==> config.mk <==
export PLATFORM = sky130hd
export DESIGN_NAME = tgmst_dist
export DESIGN_NICKNAME = d
export VERILOG_FILES = /design/src/design/tgmst_pkg.sv /design/src/design/tgmst_dist.sv
export SDC_FILE = /design/constraint.sdc
export NUM_CORES = 1
export LEC_CHECK = 0
export BUFFER_PORTS_ARGS = -buffer_cell sky130_fd_sc_hd__clkbuf_2
export CAP_MARGIN = 20
export CORE_ASPECT_RATIO = 1.5
export CORE_UTILIZATION = 29
export CTS_BUF_LIST = sky130_fd_sc_hd__clkbuf_16
export DETAILED_ROUTE_END_ITERATION = 8
export GPL_TIMING_DRIVEN = 1
export PLACE_DENSITY = 0.52
export SLEW_MARGIN = 0
export SYNTH_ARGS = -nofsm -noshare
export SYNTH_HDL_FRONTEND = slang
export SYNTH_SLANG_ARGS = --single-unit
==> constraint.sdc <==
create_clock -name clk -period 8.5 [get_ports clk]
set_input_delay 1.275 -clock clk [delete_from_list [all_inputs] [get_ports clk]]
set_output_delay 1.275 -clock clk [all_outputs]
set_load 0.01 [all_outputs]
==> src/design/tgmst_pkg.sv <==
`default_nettype none
package tgmst_pkg;
    localparam int MAX_POINTS = 64;
    localparam int IDX_W = $clog2(MAX_POINTS);
    localparam int CNT_W = $clog2(MAX_POINTS + 1);
    localparam int COORD_W = 16;
    localparam int SQ_W = 33;
    localparam int COST_W = 39;
    typedef logic [IDX_W-1:0] idx_t;
    typedef logic [CNT_W-1:0] cnt_t;
    typedef logic [SQ_W-1:0] sq_t;
endpackage
`default_nettype wire

==> src/design/tgmst_dist.sv <==
`default_nettype none
module tgmst_dist import tgmst_pkg::*; (
    input  wire logic               clk,
    input  wire logic [COORD_W-1:0] ax,
    input  wire logic [COORD_W-1:0] ay,
    input  wire logic [COORD_W-1:0] bx,
    input  wire logic [COORD_W-1:0] by,
    output logic      [SQ_W-1:0]    sq
);
    // stage 1: differences, stage 2: squares, stage 3: sum
    logic [COORD_W-1:0] dx_reg, dy_reg;
    logic [2*COORD_W-1:0] sx_reg, sy_reg;
    logic [SQ_W-1:0] sq_reg;
    always_ff @(posedge clk)
    begin
        dx_reg <= (ax >= bx) ? ax - bx : bx - ax;
        dy_reg <= (ay >= by) ? ay - by : by - ay;
        sx_reg <= dx_reg * dx_reg;
        sy_reg <= dy_reg * dy_reg;
        sq_reg <= {1'b0, sx_reg} + {1'b0, sy_reg};
    end
    assign sq = sq_reg;
endmodule
`default_nettype wire
; ---- After elaboration in Yosys (flattened, before gate mapping)
; Cells that the tools add are included.
[word_totals]
wordCells = 16
reg_bits = 129
in_bits = 65
[op_classes]
add_sub_neg = 5
magnitude_cmp = 2
multipliers = 2
n_mux = 2
[ops]
columns = op, n
row1 = multiplier 16 x 16 -> 32 bit, 2
row2 = subtractor 16 bit, 4
row3 = adder 32 x 32 -> 33 bit, 1
row4 = greater-or-equal comparator 16 bit, 2
row5 = 2-to-1 mux 16 bit, 2

; ---- Depth between registers and ports, before layout
[logic_depth]
word_depth = 2
depth_mapped = 24
ltp_nobuf = 22

; ---- Worst setup path after synthesis
; Ideal clock, no wire load.
[synth_timing]
kind = register to register
startpoint = reg dy_reg[1]
endpoint = reg sy_reg[26]
stages_incl_launch_ff = 25
setup_slack_ns = 2.632
synth_period_minus_slack_ns = 5.868
t_required_ns = 8.377
t_arrival_ns = 5.745
setup_time_ns = 0.123
path_cell_list = dfxtp_1 > clkbuf_1 > clkbuf_1 > and2_1 > fa_1 > inv_1 > fa_1 > inv_1 > fa_1 > inv_1 > fa_1 > inv_1 > fa_1 > inv_1 > fa_1 > inv_1 > ha_1 > buf_2 > and4_1 > and2_1 > a2111o_1 > a41oi_2 > o21a_1 > o21ai_1 > xor2_1
[synth_between]
elab_chain_cells = 1
[synth_lines]
columns = element, line_no
row1 = "start, declared", tgmst_dist.sv:11  ; logic [COORD_W-1:0] dx_reg, dy_reg;
row2 = "start signal, assigned", tgmst_dist.sv:17  ; dy_reg <= (ay >= by) ? ay - by : by - ay;
row3 = multiplier 16 x 16 -> 32 bit, tgmst_dist.sv:19  ; sy_reg <= dy_reg * dy_reg;
row4 = "end signal, assigned", tgmst_dist.sv:19
row5 = "end, declared", tgmst_dist.sv:12  ; logic [2*COORD_W-1:0] sx_reg, sy_reg;
; No other way between the ends.

; ---- Worst setup path after layout
[layout_timing]
startpoint = reg dx_reg[9]
endpoint = reg sx_reg[30]
[layout_between]
elab_chain_cells = 1
[layout_lines]
columns = element, line_no
row1 = "start, declared", tgmst_dist.sv:11
row2 = "start signal, assigned", tgmst_dist.sv:16  ; dx_reg <= (ax >= bx) ? ax - bx : bx - ax;
row3 = multiplier 16 x 16 -> 32 bit, tgmst_dist.sv:18  ; sx_reg <= dx_reg * dx_reg;
row4 = "end signal, assigned", tgmst_dist.sv:18
row5 = "end, declared", tgmst_dist.sv:12
; No other way between the ends.

==> out/results.env <==
COMBINATIONAL_FAMILY_WITH_THE_MOST_AREA_AFTER_SYNTHESIS='adder cells'
CRITICAL-PATH-MAX-STAGE-DELAY_NS=0.88
CTS.REPAIR_TIMING.SETUP_BUFFER_COUNT=0
DESIGN.FINAL.NETS=3236
CRITPATHKIND='flop to flop'
ROUTED_VIA_DENSITY=4.58
ROUTED_WIRELENGTH_UM=55700
FRACTION_OF_FINAL_LAYOUT_CELLS_SIZED_BEYOND_DRIVE_STRENGTH_1_PCT=6.40
START_UTIL_PCT=29.4
SYNTH-EDFF-COUNT=0
SYN-CELL-AREA_UM2=22000
CRIT_PATH_CELL_TRACE='nand2_1 > fa_1 > inv_1 > fa_1 > fa_1 > fa_1 > fa_1 > inv_1 > fa_1 > inv_1 > ha_1 > a2111oi_0 > o21ai_0 > o22a_1 > a221o_1 > a31oi_1 > or4_1 > nand4_1'
TIMING.CRITICAL_PATH.FROM_TYPE='flop'
DIEHEIGHT_UM=340
WORST_SETUP_PATH_END_KIND='flop'
HOLD_VIOL_FINAL=0
YOSYS_WARNINGS=0
SYNTH-COMPOUND-AREA-SHARE_PCT=12.4
DP_HPWL_UM=48100
FIN_CRIT_NS=6.55
DRT_PRE_ANTENNA_ITERS=5
COMMONEST_CELLS_AFTER_ROUTING_FILL_AND_TAPS_ASIDE='inv_1, fa_1, ha_1'
GR-TOTAL-OVERFLOW=0
CTS-ROOT-TO-SINK-BUFFERS=2
FMAX_GHz=0.153
ROUTED_VIA_COUNT=16300
GROUTE.USAGE.OVERALL_PCT=15.2
ROUTE.ANTENNA.REMAINING_NETS=0
FLOW.AREA_GROWTH_FROM_SYNTHESIS_PCT=9.14
YS_SEQ_ELEMENTS=127
CLKSLEWWORSTSETUPHOLDPATHS_NS=0.06
MAX-SLEW-MARGIN-REL_PCT=42.0
SYNTH-XOR-AREA-SHARE_PCT=5.04
FINAL_WTD_CONGESTION=0.843
YOSYS.AREA_SHARE.ADDER_PCT=46.4
PIN_COUNT=98
DETAIL_ROUTE.ITER0.VIOLATIONS=563
CRITPATHREQUIREDTIME_NS=8.83
CTS_INSERTED_BUFFERS=17
TIMING.CLOCK.SKEW_NS=0.0175
CTS_RESIZED=0
WORST_R2R_PATH_DEPTH=18
DIE-WIDTH_UM=227
YS_SEQ_AREA_SHARE_PCT=11.5
FINALCRITPERIODSHARE_PCT=77.1
SETUP-VIOLATIONS-FINAL=0
LARGEST_REG_FLOPS=33
TIMING_MAX_TRANSITION_VIOLATIONS_FINAL=0
TIMING.CRITICAL_PATH.MODE_CELL='fa_1'
TOTAL_NETS_AFTER_SYNTHESIS=3207
BUFFER_PORTS.INSERTED=97
R2R_END='sx_reg[30]'
WORST_PIN_SLEW_NS=0.869
MAX_CAP_VIOL_COUNT=0
CRITICAL_PATH.ENDPOINT='sx_reg[30]'
RSZ0062_AT_GRT='false'
DPL_WORST_SLACK_NS=2.00
FIN_SETUP_TNS_NS=0
REMAINING_DRC_ERRORS=0
DRT-WIRELENGTH-PER-CELL_UM=15.6
CELL_WITH_THE_LARGEST_STAGE_DELAY_ON_THE_WORST_PATH='dfxtp_1'
GRT_START_MAX_NET_PINS=27
CLOCK_INSERTION_DELAY_WORST_SKEW_NS=0.46
FINAL_COMMON_CELL='inv_1'
SYNTHMUXAREASHARE_PCT=0.976
WORST_SETUP_PATH_STARTPOINT='dx_reg[9]'
LAYOUT.FILLER_CELLS=8159
STATUS='completed'
ANTENNA_FOUND_INITIAL=1
YS_ASYNC_SR_FRACTION_PCT=0
HP-CLASS='flop to flop'
PATH_MAX_FANOUT=17
LAYOUT_SETUP_WS_NS=1.95
NETLIST-CELL-TYPE-COUNT=79
FIRST_GLOBAL_VIAS=17900
ANTENNA_CELLS_INSERTED=0
SYNTH_SIMPLE_GATE_AREA_SHARE_PCT=11.9
GRT_FIRST_PASS_WIRELENGTH_UM=91300
FP.DIEAREA_UM2=77200
CTS_ROOT_BUFFER='clkbuf_16'
CTS_TREE='done'
SYNTH_TOP_FLOP_CELL='dfxtp_1'
NETLIST_INSTANCES=2521
WORSTREG2REGSTART='dx_reg[9]'
CRITPATHARRIVALTIME_NS=6.89
PLACEMENTROWS=123
SETUP.REG_TO_REG.WORST_SLACK_NS=1.95
CTS-HOLD-FIX-BUFFERS=0
POSTSYNTHAREAPERCELL_UM2=8.75
CTS.HTREE.LEVELS=4
FLOORPLAN.CORE_AREA_UM2=75100
NUMCLOCKSINKS=127
synth_stat cells (all sizes together), types with 4 or more instances:
cell,instances,area share [%]
mux2,4,0.20
o21ai,80,1.8
a211oi,23,0.83
xor2,43,1.7
or2,8,0.23
nand2,210,3.6
nor3,19,0.43
a31oi,18,0.54
buf,23,0.68
and2,84,2.4
a31o,5,0.20
a21o,55,1.9
and3,17,0.51
o21a,23,0.78
clkbuf,66,1.1
nand3,28,0.64
o211ai,8,0.27
and4,5,0.20
a221oi,9,0.41
or3,4,0.11
a2111oi,4,0.19
nor2,106,1.8
mux2i,17,0.77
nor2b,19,0.54
fa,328,30
a211o,7,0.28
dfxtp,127,12
o22ai,4,0.14
inv,580,9.9
nand4,26,0.74
o31ai,7,0.24
xnor2,84,3.3
ha,293,17
a21oi,112,2.5
o31a,6,0.24
o21bai,15,0.51
nand2b,7,0.20
critical path: cells and delay by family (launching register included):
| kind | cells | cell delay, ns |
|---|---|---|
| buf+inv | 3 | 0.17 |
| fa+ha+maj | 7 | 3.43 |
| simple gates | 3 | 0.43 |
| compound gates | 5 | 1.48 |
| flops | 1 | 0.88 |
how the worst min path moves through the flow:
stage	cells after the start	slack [ns]	from	to
after CTS	1	0.51	sy_reg[2]	sq[2]
after detailed placement	1	0.49	sx_reg[2]	sq[2]
after global routing	1	0.53	sy_reg[2]	sq[2]
after global placement	1	0.46	sy_reg[2]	sq[2]
final	1	0.51	sy_reg[2]	sq[2]
after floorplan	0	0.34	dx_reg[0]	sx_reg[0]
metrics by stage:
stage	utilization (%)	instances	area [um2]	hold slack (ns)
floorplan	-	2521	22000	0.342
global placement	31.2	3531	23400	0.463
detailed placement	31.2	3531	23400	0.486
CTS	32.0	3563	24100	0.509
global route	32.0	3563	24100	0.526
finish	32.0	3563	24100	0.512
cells by family (layout without fill, tap and decap cells):
logic type / Yosys count / in the layout
AOI/OAI and AO/OA: 409 / 409
xor gates and xnor gates: 127 / 127
adders and majority gates: 621 / 621
buffers and inverters: 669 / 711
DFF: 127 / 127
muxes: 21 / 21
and+or+nand+nor: 547 / 547
layout make-up:
| cell class | count | area (um2) | area share (%) |
|---|---|---|---|
| clock buffers | 17 | 425 | 1.77 |
| clock inverters | 15 | 234 | 0.972 |
| inverters | 580 | 2180 | 9.05 |
| multi-input cells | 1725 | 16900 | 70.4 |
| flip-flops and latches | 127 | 2540 | 10.6 |
| well taps | 1000 | 1250 | 5.20 |
| repair buffers | 99 | 500 | 2.08 |
metal layers:
metal	part of all wire (%)	track usage [%]	wire, um
met4	3.5	5.98	1970
met2	57	30.3	31700
met1	38	15.6	21000
met5	0.014	0	8
met3	2.0	1.80	1100
Power is not shown: default switching activity piles up to over one toggle a cycle in this logic, so the estimate is an artifact.
