## src/design/tgmst_ram.sv

```systemverilog
`default_nettype none
module tgmst_ram #(
    parameter int WIDTH = 8,
    parameter int DEPTH = 16
) (
    input  wire logic                     clk,
    input  wire logic                     we,
    input  wire logic [$clog2(DEPTH)-1:0] waddr,
    input  wire logic [WIDTH-1:0]         wdata,
    input  wire logic [$clog2(DEPTH)-1:0] raddr,
    output logic      [WIDTH-1:0]         rdata
);
    logic [WIDTH-1:0] mem [DEPTH];
    logic [WIDTH-1:0] rdata_reg;
    always_ff @(posedge clk)
    begin
        if (we)
        begin
            mem[waddr] <= wdata;
        end
        rdata_reg <= mem[raddr];
    end
    assign rdata = rdata_reg;
endmodule
`default_nettype wire

```

## config.mk

```make
export PLATFORM = sky130hd
export DESIGN_NAME = tgmst_ram
export DESIGN_NICKNAME = d
export VERILOG_FILES = /design/src/design/tgmst_ram.sv
export SDC_FILE = /design/constraint.sdc
export NUM_CORES = 1
export LEC_CHECK = 0
export BUFFER_PORTS_ARGS = -buffer_cell sky130_fd_sc_hd__buf_2
export CAP_MARGIN = 20
export CORE_MARGIN = 1.5
export CORE_UTILIZATION = 50
export DETAILED_ROUTE_END_ITERATION = 6
export HOLD_SLACK_MARGIN = 0.08
export PLACE_DENSITY = 0.67
export SYNTH_ARGS = -nofsm -noshare
export SYNTH_HDL_FRONTEND = slang
export SYNTH_SLANG_ARGS = --single-unit
```

## constraint.sdc

```tcl
create_clock -name clk -period 2.45 [get_ports clk]
set_clock_uncertainty 0.15 [all_clocks]
set_input_delay 0.245 -clock clk [delete_from_list [all_inputs] [get_ports clk]]
set_output_delay 0.245 -clock clk [all_outputs]
set_load 0.005 [all_outputs]
```

After elaboration in Yosys (flattened, before gate mapping)

Memories as Yosys holds them, arrays and structs flattened. A register that Yosys moved wholly into a read port is not among the register bits.
Cells that the tools add are included.

Register bits after elaboration: 0
Bits in writable memories: 128
Input port bits: 18
Output and inout port bits: 8
Memories kept: 1

Memories:

| memory | depth | bits a word | read ports | clocked after memory_dff | write ports | line | source |
|---|---|---|---|---|---|---|---|
| mem    | 16    | 8           | 1          | 1                        | 1           | 13   | `logic [WIDTH-1:0] mem [DEPTH];` |

Mux-type cells: 2

Operators with widths:

| operator         | count |
|---|---|
| 1-bit 2-to-1 mux | 2 |

Depth between registers and ports, before layout

Gate-level depths: netlist of run 1.

Word-level depth: 2
Depth in mapped cells: 5
Depth with buffers taken out: 3

Worst setup path before layout of run 1

No wires, ideal clock.

Kind: input-to-reg
Start: input port waddr[2]
End: memory mem[0][0], enable pin
Library setup time: 0.383 ns
Arrival: 1.355 ns
Data required time: 1.917 ns
Slack: 0.562 ns
Stages on the path: 2
Buffers on the path: 0
Path through: or3b_2 nor3_1

RTL lines:

| element     | line | source |
|---|---|---|
| from (decl) | 8    | `input wire logic [$clog2(DEPTH)-1:0] waddr,` |
| to (decl)   | 13   |  |

Straight into the memory's write port.

==> impl_metrics.tcl, run 1 <==
set metrics [dict create \
    critPathCaptureType "flip-flop" \
    cts_tree "built" \
    dp_hpwl_um 5940 \
    p_leak_nw 2.11 \
    synth_top_cell_by_area "edfxtp_1" \
    drt-pass1-iter-count 4 \
    route.detailed.drc 0 \
    synthArstFlopShare 0 \
    worst_pin_slew_ns 0.763 \
    htreeDepth 4 \
    min_period_ns 1.56 \
    hold_path.class "in -> reg" \
    vias_per_cell 5.65 \
    crit_required_ns 2.69 \
    grt_pass1_vias 2495 \
    ys_types 19 \
    routed_wl_um 9530 \
    ir_worst_vdd_v 0.000442 \
    fin_cells 436 \
    rrSetupSlack_ns 0.89 \
    p_per_area_nw_per_um2 862 \
    multi_input_area_um2 1060 \
    grt_max_degree 33 \
    core_um2 9860 \
    maxSlewHeadroom 0.490 \
    vias 2463 \
    area_delta_synth_final_pct 19.8 \
    worst_r2r_endpoint "rdata[0]$_DFF_P_" \
    ys.warnings.count 0 \
    critical_path.max_fanout 1 \
    io_pins 26 \
    place.gp.congestion 0.724 \
    holdWs_ns 0.151 \
    min_period_over_period 0.636 \
    fillCellCount 688 \
    hold_viol 0 \
    avgSynthCellArea_um2 22.5 \
    netlist_instances 229 \
    dp_cells 396 \
    grt.overflow.total 0 \
    drt-wirelength-per-cell_um 21.8 \
    synth-main-ff-cell "edfxtp_1" \
    cts_root_buffer "clkbuf_8" \
    synth_commonest_cells "edfxtp_1, mux4_2, a22oi_1" \
    setup_violations 0 \
    drv_cap 0 \
    layout.nets 308 \
    largest_reg_flops 128 \
    clk_latency_ns 0.51 \
    die_w_um 104 \
    r2r_start "mem[1][0]$_DFFE_PP_" \
    arrival_ns 1.80 \
    diodes 0 \
    fin_ws_ns 0.893 \
    ant_nets 0 \
    reg2reg_depth 3 \
    synth_top_cell_area_share 0.747 \
    start_kind "flip-flop" \
    ys_top_cells_by_area "edfxtp_1, mux4_2, mux4_1, dfxtp_1, a22oi_1" \
    slew_viol_final 0 \
    initial_utilization 0.522 \
    crit_end "rdata[0]$_DFF_P_" \
    cts-resized-gates 0 \
    fmax_ghz 0.642 \
    grt_pass1_wl_um 14800 \
    io_buffer_count 25 \
    numCtsBuffers 17 \
    status "finished clean" \
    syn_nets 247 \
    syn_area_um2 5150 \
    antenna_found_initial 0 \
    startpoint "mem[1][0]$_DFFE_PP_" \
    first_iter_violations 127 \
    synth_seq_area_share 0.778 \
    num_rows 36 \
    place_ws_ns 0.544 \
    clk_pin_slew_ns 0.06 \
    totalNegativeSetupSlack_ns 0 \
    synth_most_common_cell "edfxtp_1" \
    cts.sinks 136 \
    cts_setup_buffers 0 \
    ys_ff_latch 136 \
    synth_edf_count 128 \
    rsz0062_at_grt "false" \
    die_area_um2 10900 \
    clock_path_buffers 2 \
    drive_above_1_share 0.294 \
    track_usage 0.197 \
    regArea_um2 4000 \
    crit_type "reg -> reg" \
    die_y_um 104 \
]
-- metrics by stage --
stage,cell area [um^2],power (mW),utilization
2_1_floorplan,5150,2.79,-
3_3_place_gp,5510,2.90,0.558
3_5_place_dp,5510,2.90,0.558
4_1_cts,6170,5.36,0.625
5_1_grt,6170,5.47,0.625
6_report,6170,5.32,0.625
-- area by class of cell --
cell class	instances	area share
Timing Repair Buffer	52	0.0584
Tap cell	133	0.0270
Sequential cell	136	0.649
Multi-Input combinational cell	83	0.171
Clock inverter	8	0.0195
Clock buffer	24	0.0746
-- kinds of logic after synthesis --
group,count (synthesis),synth area share
compound gates,16,0.0233
buf+inv,10,0.0168
flops,136,0.778
mux,32,0.150
simple gates,35,0.0318
-- power breakdown --
| group | switching (mW) | total, mW | leakage (nW) | internal, mW |
|---|---|---|---|---|
| Sequential | 0.0160 | 2.62 | 1.22 | 2.60 |
| Clock | 0.855 | 2.45 | 0.281 | 1.60 |
| Combinational | 0.133 | 0.243 | 0.609 | 0.110 |
-- metal layers --
metal / wire (um) / up-vias / share of wire / GRT usage
met2: 4840 / 61 / 0.51 / 0.307
met5: 0 / - / 0 / 0
met1: 4160 / 1280 / 0.44 / 0.261
met4: 208 / 0 / 0.022 / 0.0982
met3: 313 / 20 / 0.033 / 0.0476
li1: - / 1102 / - / -
-- critical path, cell delays in order (launching register included) --
cell and delay, ns:
edfxtp_1 0.35, mux4_1 0.50, a22oi_1 0.34, nand2_1 0.10
-- what timing repair did --
item / 4_1_cts / 5_1_grt
hold buffers: 8 / 0
setup endpoints to repair: 0 / 0
endpoints found under the hold margin: 128 / 0
-- cell usage in the layout (no fill, tap or decap), types with 4 or more instances in the layout --
| cell type | instances |
|---|---|
| dfxtp_1 | 8 |
| buf_4 | 18 |
| nor2_1 | 13 |
| mux4_2 | 18 |
| dlygate4sd3_1 | 8 |
| clkbuf_16 | 16 |
| a22oi_1 | 16 |
| mux4_1 | 14 |
| clkbuf_1 | 5 |
| nor3_1 | 4 |
| edfxtp_1 | 128 |
| buf_2 | 25 |
| nand2_1 | 9 |
-- worst min path at each step --
stage / from / end / depth (start not counted)
global route: waddr[0] / mem[0][5]$_DFFE_PP_ / 3
floorplan: wdata[0] / mem[0][0]$_DFFE_PP_ / 0
global placement: rdata[2]$_DFF_P_ / rdata[2] / 1
detailed placement: rdata[7]$_DFF_P_ / rdata[7] / 1
finish: waddr[0] / mem[8][5]$_DFFE_PP_ / 3
CTS: waddr[0] / mem[0][5]$_DFFE_PP_ / 3
No activity file was read; power rests on OpenSTA's default activity.
==> run 2, diff against run 1 <==
--- a/config.mk
+++ b/config.mk
@@ -5,6 +5,7 @@
 export SDC_FILE = /design/constraint.sdc
 export NUM_CORES = 1
 export LEC_CHECK = 0
+export ABC_AREA = 1
 export BUFFER_PORTS_ARGS = -buffer_cell sky130_fd_sc_hd__buf_2
 export CAP_MARGIN = 20
 export CORE_MARGIN = 1.5
==> constraint.sdc (replaced) <==
create_clock -name clk -period 1.45 [get_ports clk]
set_clock_uncertainty 0.15 [all_clocks]
set_input_delay 0.145 -clock clk [delete_from_list [all_inputs] [get_ports clk]]
set_output_delay 0.145 -clock clk [all_outputs]
set_load 0.005 [all_outputs]
==> run 2 against run 1 <==
Via count up 60%. Synthesized cell count up 140%. Final cell count up 76%. Hold slack worse by 0.0016 ns. Sequential cell count unchanged. Sequential power up 69%. Area after synthesis up 12%. Register-to-register slack worse by 0.62 ns. Critical endpoint is now mem[12][5]$_DFFE_PP_. Largest cell class unchanged. Highest routed layer unchanged.
==> impl_metrics.tcl, run 2 <==
set metrics [dict create \
    status "finished clean" \
    p_per_area_nw_per_um2 1410 \
    worst_pin_slew_ns 0.363 \
    drt-pass1-iter-count 5 \
    io_buffer_count 25 \
    crit_chain "dlygate4sd3_1 > buf_2 > nand3_1 > nor2_1 > buf_4" \
    r2r_start "mem[1][0]$_DFFE_PP_" \
    max_stage_delay_ns 0.52 \
    drive_above_1_share 0.141 \
    maxSlewHeadroom 0.758 \
    synthArstFlopShare 0 \
    grt.overflow.total 0 \
    route.detailed.drc 0 \
    synth.area.mux_share 0 \
    worst_hold_path.endpoint "rdata[6]$_DFF_P_" \
    numCtsBuffers 17 \
    cts_tree "built" \
    hold_path_depth 5 \
    avgSynthCellArea_um2 10.5 \
    synthAdderAreaFrac 0 \
    synth_top_family_by_area "simple AND/OR/NAND/NOR gates" \
    synth_seq_area_share 0.694 \
    cts_root_buffer "clkbuf_16" \
    synth_edf_count 128 \
    reg2reg_depth 6 \
    synth_top_cell_area_share 0.667 \
    synth-compound-area-share 0 \
    cts_setup_buffers 0 \
    synth_commonest_cells "nand2_1, edfxtp_1, inv_1" \
    synth_top_cell_by_area "edfxtp_1" \
    totalNegativeSetupSlack_ns 0 \
    num_rows 39 \
    ys.warnings.count 0 \
    dp_hpwl_um 7780 \
    clk_pin_slew_ns 0.06 \
    fin_area_um2 7000 \
    critical_path.max_fanout 8 \
    antenna_found_initial 0 \
    crit_type "in -> reg" \
    worst_r2r_endpoint "rdata[0]$_DFF_P_" \
    track_usage 0.242 \
    initial_utilization 0.509 \
    hold_viol 0 \
    rrSetupSlack_ns 0.27 \
    start_kind "primary input" \
    grt_max_degree 39 \
    largest_reg_flops 128 \
    die_area_um2 12200 \
    diodes 0 \
    drt-wirelength-per-cell_um 17.2 \
    vias_per_cell 5.15 \
    grt_pass1_vias 3867 \
    slew_viol_final 0 \
    routed_wl_um 13200 \
    fillCellCount 900 \
    clk_latency_ns 0.41 \
    post-route-util 0.618 \
    syn_area_um2 5770 \
    hold_path.class "in -> reg" \
    ys_ff_latch 136 \
    min_period_over_period 0.987 \
    hp-start "raddr[2]" \
    p_leak_nw 3.05 \
    vias 3945 \
    syn_nets 569 \
    synth_most_common_cell "nand2_1" \
    die_y_um 110 \
    place_area_um2 6170 \
    io_pins 26 \
    min_period_ns 1.43 \
    clock_path_buffers 2 \
    synth-simple-area-share 0.210 \
    first_iter_violations 273 \
    fin_total_pwr_mw 9.90 \
    setup_violations 0 \
    arrival_ns 1.39 \
    die_w_um 110 \
    place.gp.congestion 0.821 \
    crit_required_ns 1.40 \
    final_cell_mix "nand2_1, edfxtp_1, inv_1" \
    layout.nets 628 \
    grt_pass1_wl_um 20600 \
    ys_top_cells_by_area "edfxtp_1, nand2_1, nand3_1, inv_1, dfxtp_1" \
    ys_types 12 \
    critPathCaptureType "flip-flop" \
    ant_nets 0 \
    area_delta_synth_final_pct 21.4 \
    synth-main-ff-cell "edfxtp_1" \
    cts.sinks 136 \
    core_um2 11300 \
    rsz0062_at_grt "true" \
    yosys.area_share.xor_xnor 0 \
    final_common_cell "nand2_1" \
    fmax_ghz 0.699 \
    ir_worst_vdd_v 0.000861 \
    cp_slowest_cell "dlygate4sd3_1" \
    drv_cap 0 \
    netlist_instances 551 \
    htreeDepth 4 \
]
==> run 2: changes by cell type after synthesis, sizes merged, moves of 2 or more <==
| cell | previous run | this run |
|---|---|---|
| nand3 | 1 | 97 |
| nor3 | 4 | 0 |
| inv | 0 | 102 |
| mux4 | 32 | 0 |
| a22oi | 16 | 0 |
| clkdlybuf4s25 | 3 | 0 |
| nand2b | 2 | 0 |
| nand2 | 9 | 173 |
| buf | 7 | 24 |
| nor2 | 13 | 17 |
==> run 2: logic make-up (layout without fill, tap and decap cells) <==
| logic type | Yosys count | in the layout |
|---|---|---|
| AND/OR/NAND/NOR | 289 | 289 |
| flip-flops | 136 | 136 |
| buffers and inverters | 126 | 198 |
==> run 2: timing repair <==
action	in CTS	in global routing
hold endpoints to repair	137	0
hold buffers	12	0
setup endpoints to repair	0	43
gates resized for setup	0	9
==> run 2: layout make-up <==
class                      instances  area [um^2]  share of cell area
clock buffer                      21          460              0.0658
clock inverter                    11          220              0.0315
inverter                         102          383              0.0547
multi-input combinational        289         1220               0.175
sequential                       136         4000               0.572
tap                              143          179              0.0256
timing repair buffer              64          529              0.0756
==> run 2: where the power goes <==
part | internal, mW | leakage, nW | switching, mW
registers | 4.40 | 1.22 | 0.0290
logic | 0.205 | 1.51 | 0.387
clock network | 3.32 | 0.320 | 1.57
total | 7.92 | 3.05 | 1.98
==> run 2: worst max path at each step <==
stage	to	slack, ns	from	cells after the start
2_1_floorplan	mem[10][0]$_DFFE_PP_	0.20	waddr[2]	2
3_3_place_gp	rdata[4]$_DFF_P_	0.11	raddr[0]	8
3_5_place_dp	rdata[3]$_DFF_P_	0.09	raddr[0]	8
4_1_cts	mem[0][4]$_DFFE_PP_	0.06	waddr[2]	6
5_1_grt	mem[0][7]$_DFFE_PP_	-0.02	waddr[2]	6
6_report	mem[12][5]$_DFFE_PP_	0.02	we	5
==> run 2: critical path: cells and delay by family <==
| family | cells | cell delay (ns) |
|---|---|---|
| buffers and inverters | 3 | 0.87 |
| and+or+nand+nor | 2 | 0.36 |
==> run 2: through the flow <==
step / instances / hold slack, ns / setup slack (ns)
final: 766 / 0.150 / 0.0190
after global routing: 766 / 0.166 / -0.0192
after CTS: 766 / 0.145 / 0.0617
after detailed placement: 722 / 0.381 / 0.0917
after global placement: 722 / 0.377 / 0.110
after floorplan: 551 / 0.0939 / 0.204
==> run 2: per-layer routing <==
layer	up-vias	wire (um)	part of all wire	track usage
li1	1892	-	-	-
met1	1859	5260	0.40	0.315
met2	164	6540	0.50	0.388
met3	30	931	0.071	0.0523
met4	0	428	0.033	0.118
met5	-	0	0	0
==> run 3, diff against run 2 <==
--- a/config.mk
+++ b/config.mk
@@ -12,6 +12,7 @@
 export CORE_UTILIZATION = 50
 export DETAILED_ROUTE_END_ITERATION = 6
 export HOLD_SLACK_MARGIN = 0.08
+export MAX_ROUTING_LAYER = met4
 export PLACE_DENSITY = 0.67
 export SYNTH_ARGS = -nofsm -noshare
 export SYNTH_HDL_FRONTEND = slang
==> run 3 against run 2 <==
Utilization did not move. Global-route usage up 0.70 points. Worst setup slack worse by 0.0061 ns. Hold slack better by 0.0028 ns. Count of clock-buffer cells in the layout is the same. Critical path depth unchanged. Final cell count unchanged. Via count rose by 0.15%. Fmax shrank 0.42%. Critical path type unchanged.
==> impl_metrics.tcl, run 3 (same netlist as run 2, synthesis figures left out) <==
set metrics [dict create \
    cts_tree "built" \
    io_pins 26 \
    hold_path.class "in -> reg" \
    rrSetupSlack_ns 0.27 \
    cp_slowest_cell "dlygate4sd3_1" \
    route.detailed.drc 0 \
    maxSlewHeadroom 0.756 \
    grt.overflow.total 0 \
    rsz0062_at_grt "true" \
    p_leak_nw 3.05 \
    worst_r2r_endpoint "rdata[4]$_DFF_P_" \
    arrival_ns 1.39 \
    vias_per_cell 5.16 \
    hold_viol 0 \
    critical_path.max_fanout 8 \
    max_stage_delay_ns 0.52 \
    largest_reg_flops 128 \
    cts_setup_buffers 0 \
    worst_pin_slew_ns 0.366 \
    diodes 0 \
    antenna_found_initial 0 \
    clk_pin_slew_ns 0.05 \
    htreeDepth 4 \
    fin_total_pwr_mw 9.91 \
    min_period_ns 1.44 \
    dp_hpwl_um 7780 \
    drt-pass1-iter-count 5 \
    fillCellCount 900 \
    reg2reg_depth 6 \
    critPathCaptureType "flip-flop" \
    die_w_um 110 \
    crit_chain "dlygate4sd3_1 > buf_2 > nand3_1 > nor2_1 > buf_4" \
    status "finished clean" \
    fmax_ghz 0.696 \
    ant_nets 0 \
    fin_cells 766 \
    core_um2 11300 \
    startpoint "we" \
    crit_required_ns 1.40 \
    dp_cells 722 \
    die_y_um 110 \
    clk_latency_ns 0.41 \
    first_iter_violations 253 \
    min_period_over_period 0.991 \
    num_rows 39 \
    drive_above_1_share 0.141 \
    grt_max_degree 39 \
    hold_path_depth 5 \
    initial_utilization 0.509 \
    hp-start "raddr[2]" \
    io_buffer_count 25 \
    track_usage 0.249 \
    drv_cap 0 \
    p_per_area_nw_per_um2 1420 \
    numCtsBuffers 17 \
    cts_root_buffer "clkbuf_16" \
    layout.nets 628 \
    area_delta_synth_final_pct 21.4 \
    die_area_um2 12200 \
    ir_worst_vdd_v 0.000864 \
    cp_top_family "buffers and inverters" \
    cts.sinks 136 \
    place.gp.congestion 0.833 \
    worst_hold_path.endpoint "rdata[6]$_DFF_P_" \
    crit_buf_inv 3 \
    vias 3951 \
    slew_viol_final 0 \
    grt_pass1_vias 3879 \
    grt_pass1_wl_um 20600 \
    final_cell_mix "nand2_1, edfxtp_1, inv_1" \
    setup_violations 0 \
    drt-wirelength-per-cell_um 17.2 \
    totalNegativeSetupSlack_ns 0 \
    final_common_cell "nand2_1" \
    r2r_start "mem[11][4]$_DFFE_PP_" \
    crit_type "in -> reg" \
    clock_path_buffers 2 \
    start_kind "primary input" \
    routed_wl_um 13100 \
]
-- run 3: cell counts in the layout (fill, tap and decap cells not counted) --
No cell type changed its count.
-- run 3: metrics by stage --
step                 util  hold WS (ns)  area (um^2)  setup slack, ns
detailed placement  0.545         0.381         6170           0.0917
CTS                 0.616         0.145         6970           0.0617
finish              0.618         0.153         7000           0.0129
global route        0.618         0.165         7000          -0.0192
floorplan               -        0.0939         5770            0.204
global placement    0.545         0.377         6170            0.110
-- run 3: routing by layer --
metal  track usage  up-vias  part of all wire
li1              -     1891                 -
met1         0.310     1864              0.40
met2         0.392      161              0.49
met3        0.0523       35             0.071
met4         0.118        0             0.035
met5             -        -                 0
-- run 3: power breakdown --
part	switching [mW]	total, mW	internal (mW)
logic	0.385	0.590	0.205
clock network	1.57	4.89	3.32
registers	0.0289	4.42	4.40
total	1.99	9.91	7.92
-- run 3: layout make-up --
cell class	instances	area, um^2	area share
Sequential cell	136	4000	0.572
Inverter	102	383	0.0547
Tap cell	143	179	0.0256
Clock buffer	21	460	0.0658
Clock inverter	11	220	0.0315
Multi-Input combinational cell	289	1220	0.175
Timing Repair Buffer	64	529	0.0756
-- run 3: worst min-delay path: cells and delay by family --
kind | cells | cell delay [ns]
simple gates | 3 | 0.22
buf+inv | 2 | 0.31
-- run 3: worst max-delay path by stage --
stage / end / depth (start not counted) / slack [ns]
finish: mem[12][5]$_DFFE_PP_ / 5 / 0.01
floorplan: mem[10][0]$_DFFE_PP_ / 2 / 0.20
CTS: mem[0][4]$_DFFE_PP_ / 6 / 0.06
global placement: rdata[4]$_DFF_P_ / 8 / 0.11
global route: mem[0][7]$_DFFE_PP_ / 6 / -0.02
detailed placement: rdata[3]$_DFF_P_ / 8 / 0.09
-- run 3: timing repair --
action                                  4_1_cts  5_1_grt
endpoints found under the setup margin        0       43
resized for setup                             0        9
hold endpoints to repair                    137        0
hold buffers                                 12        0
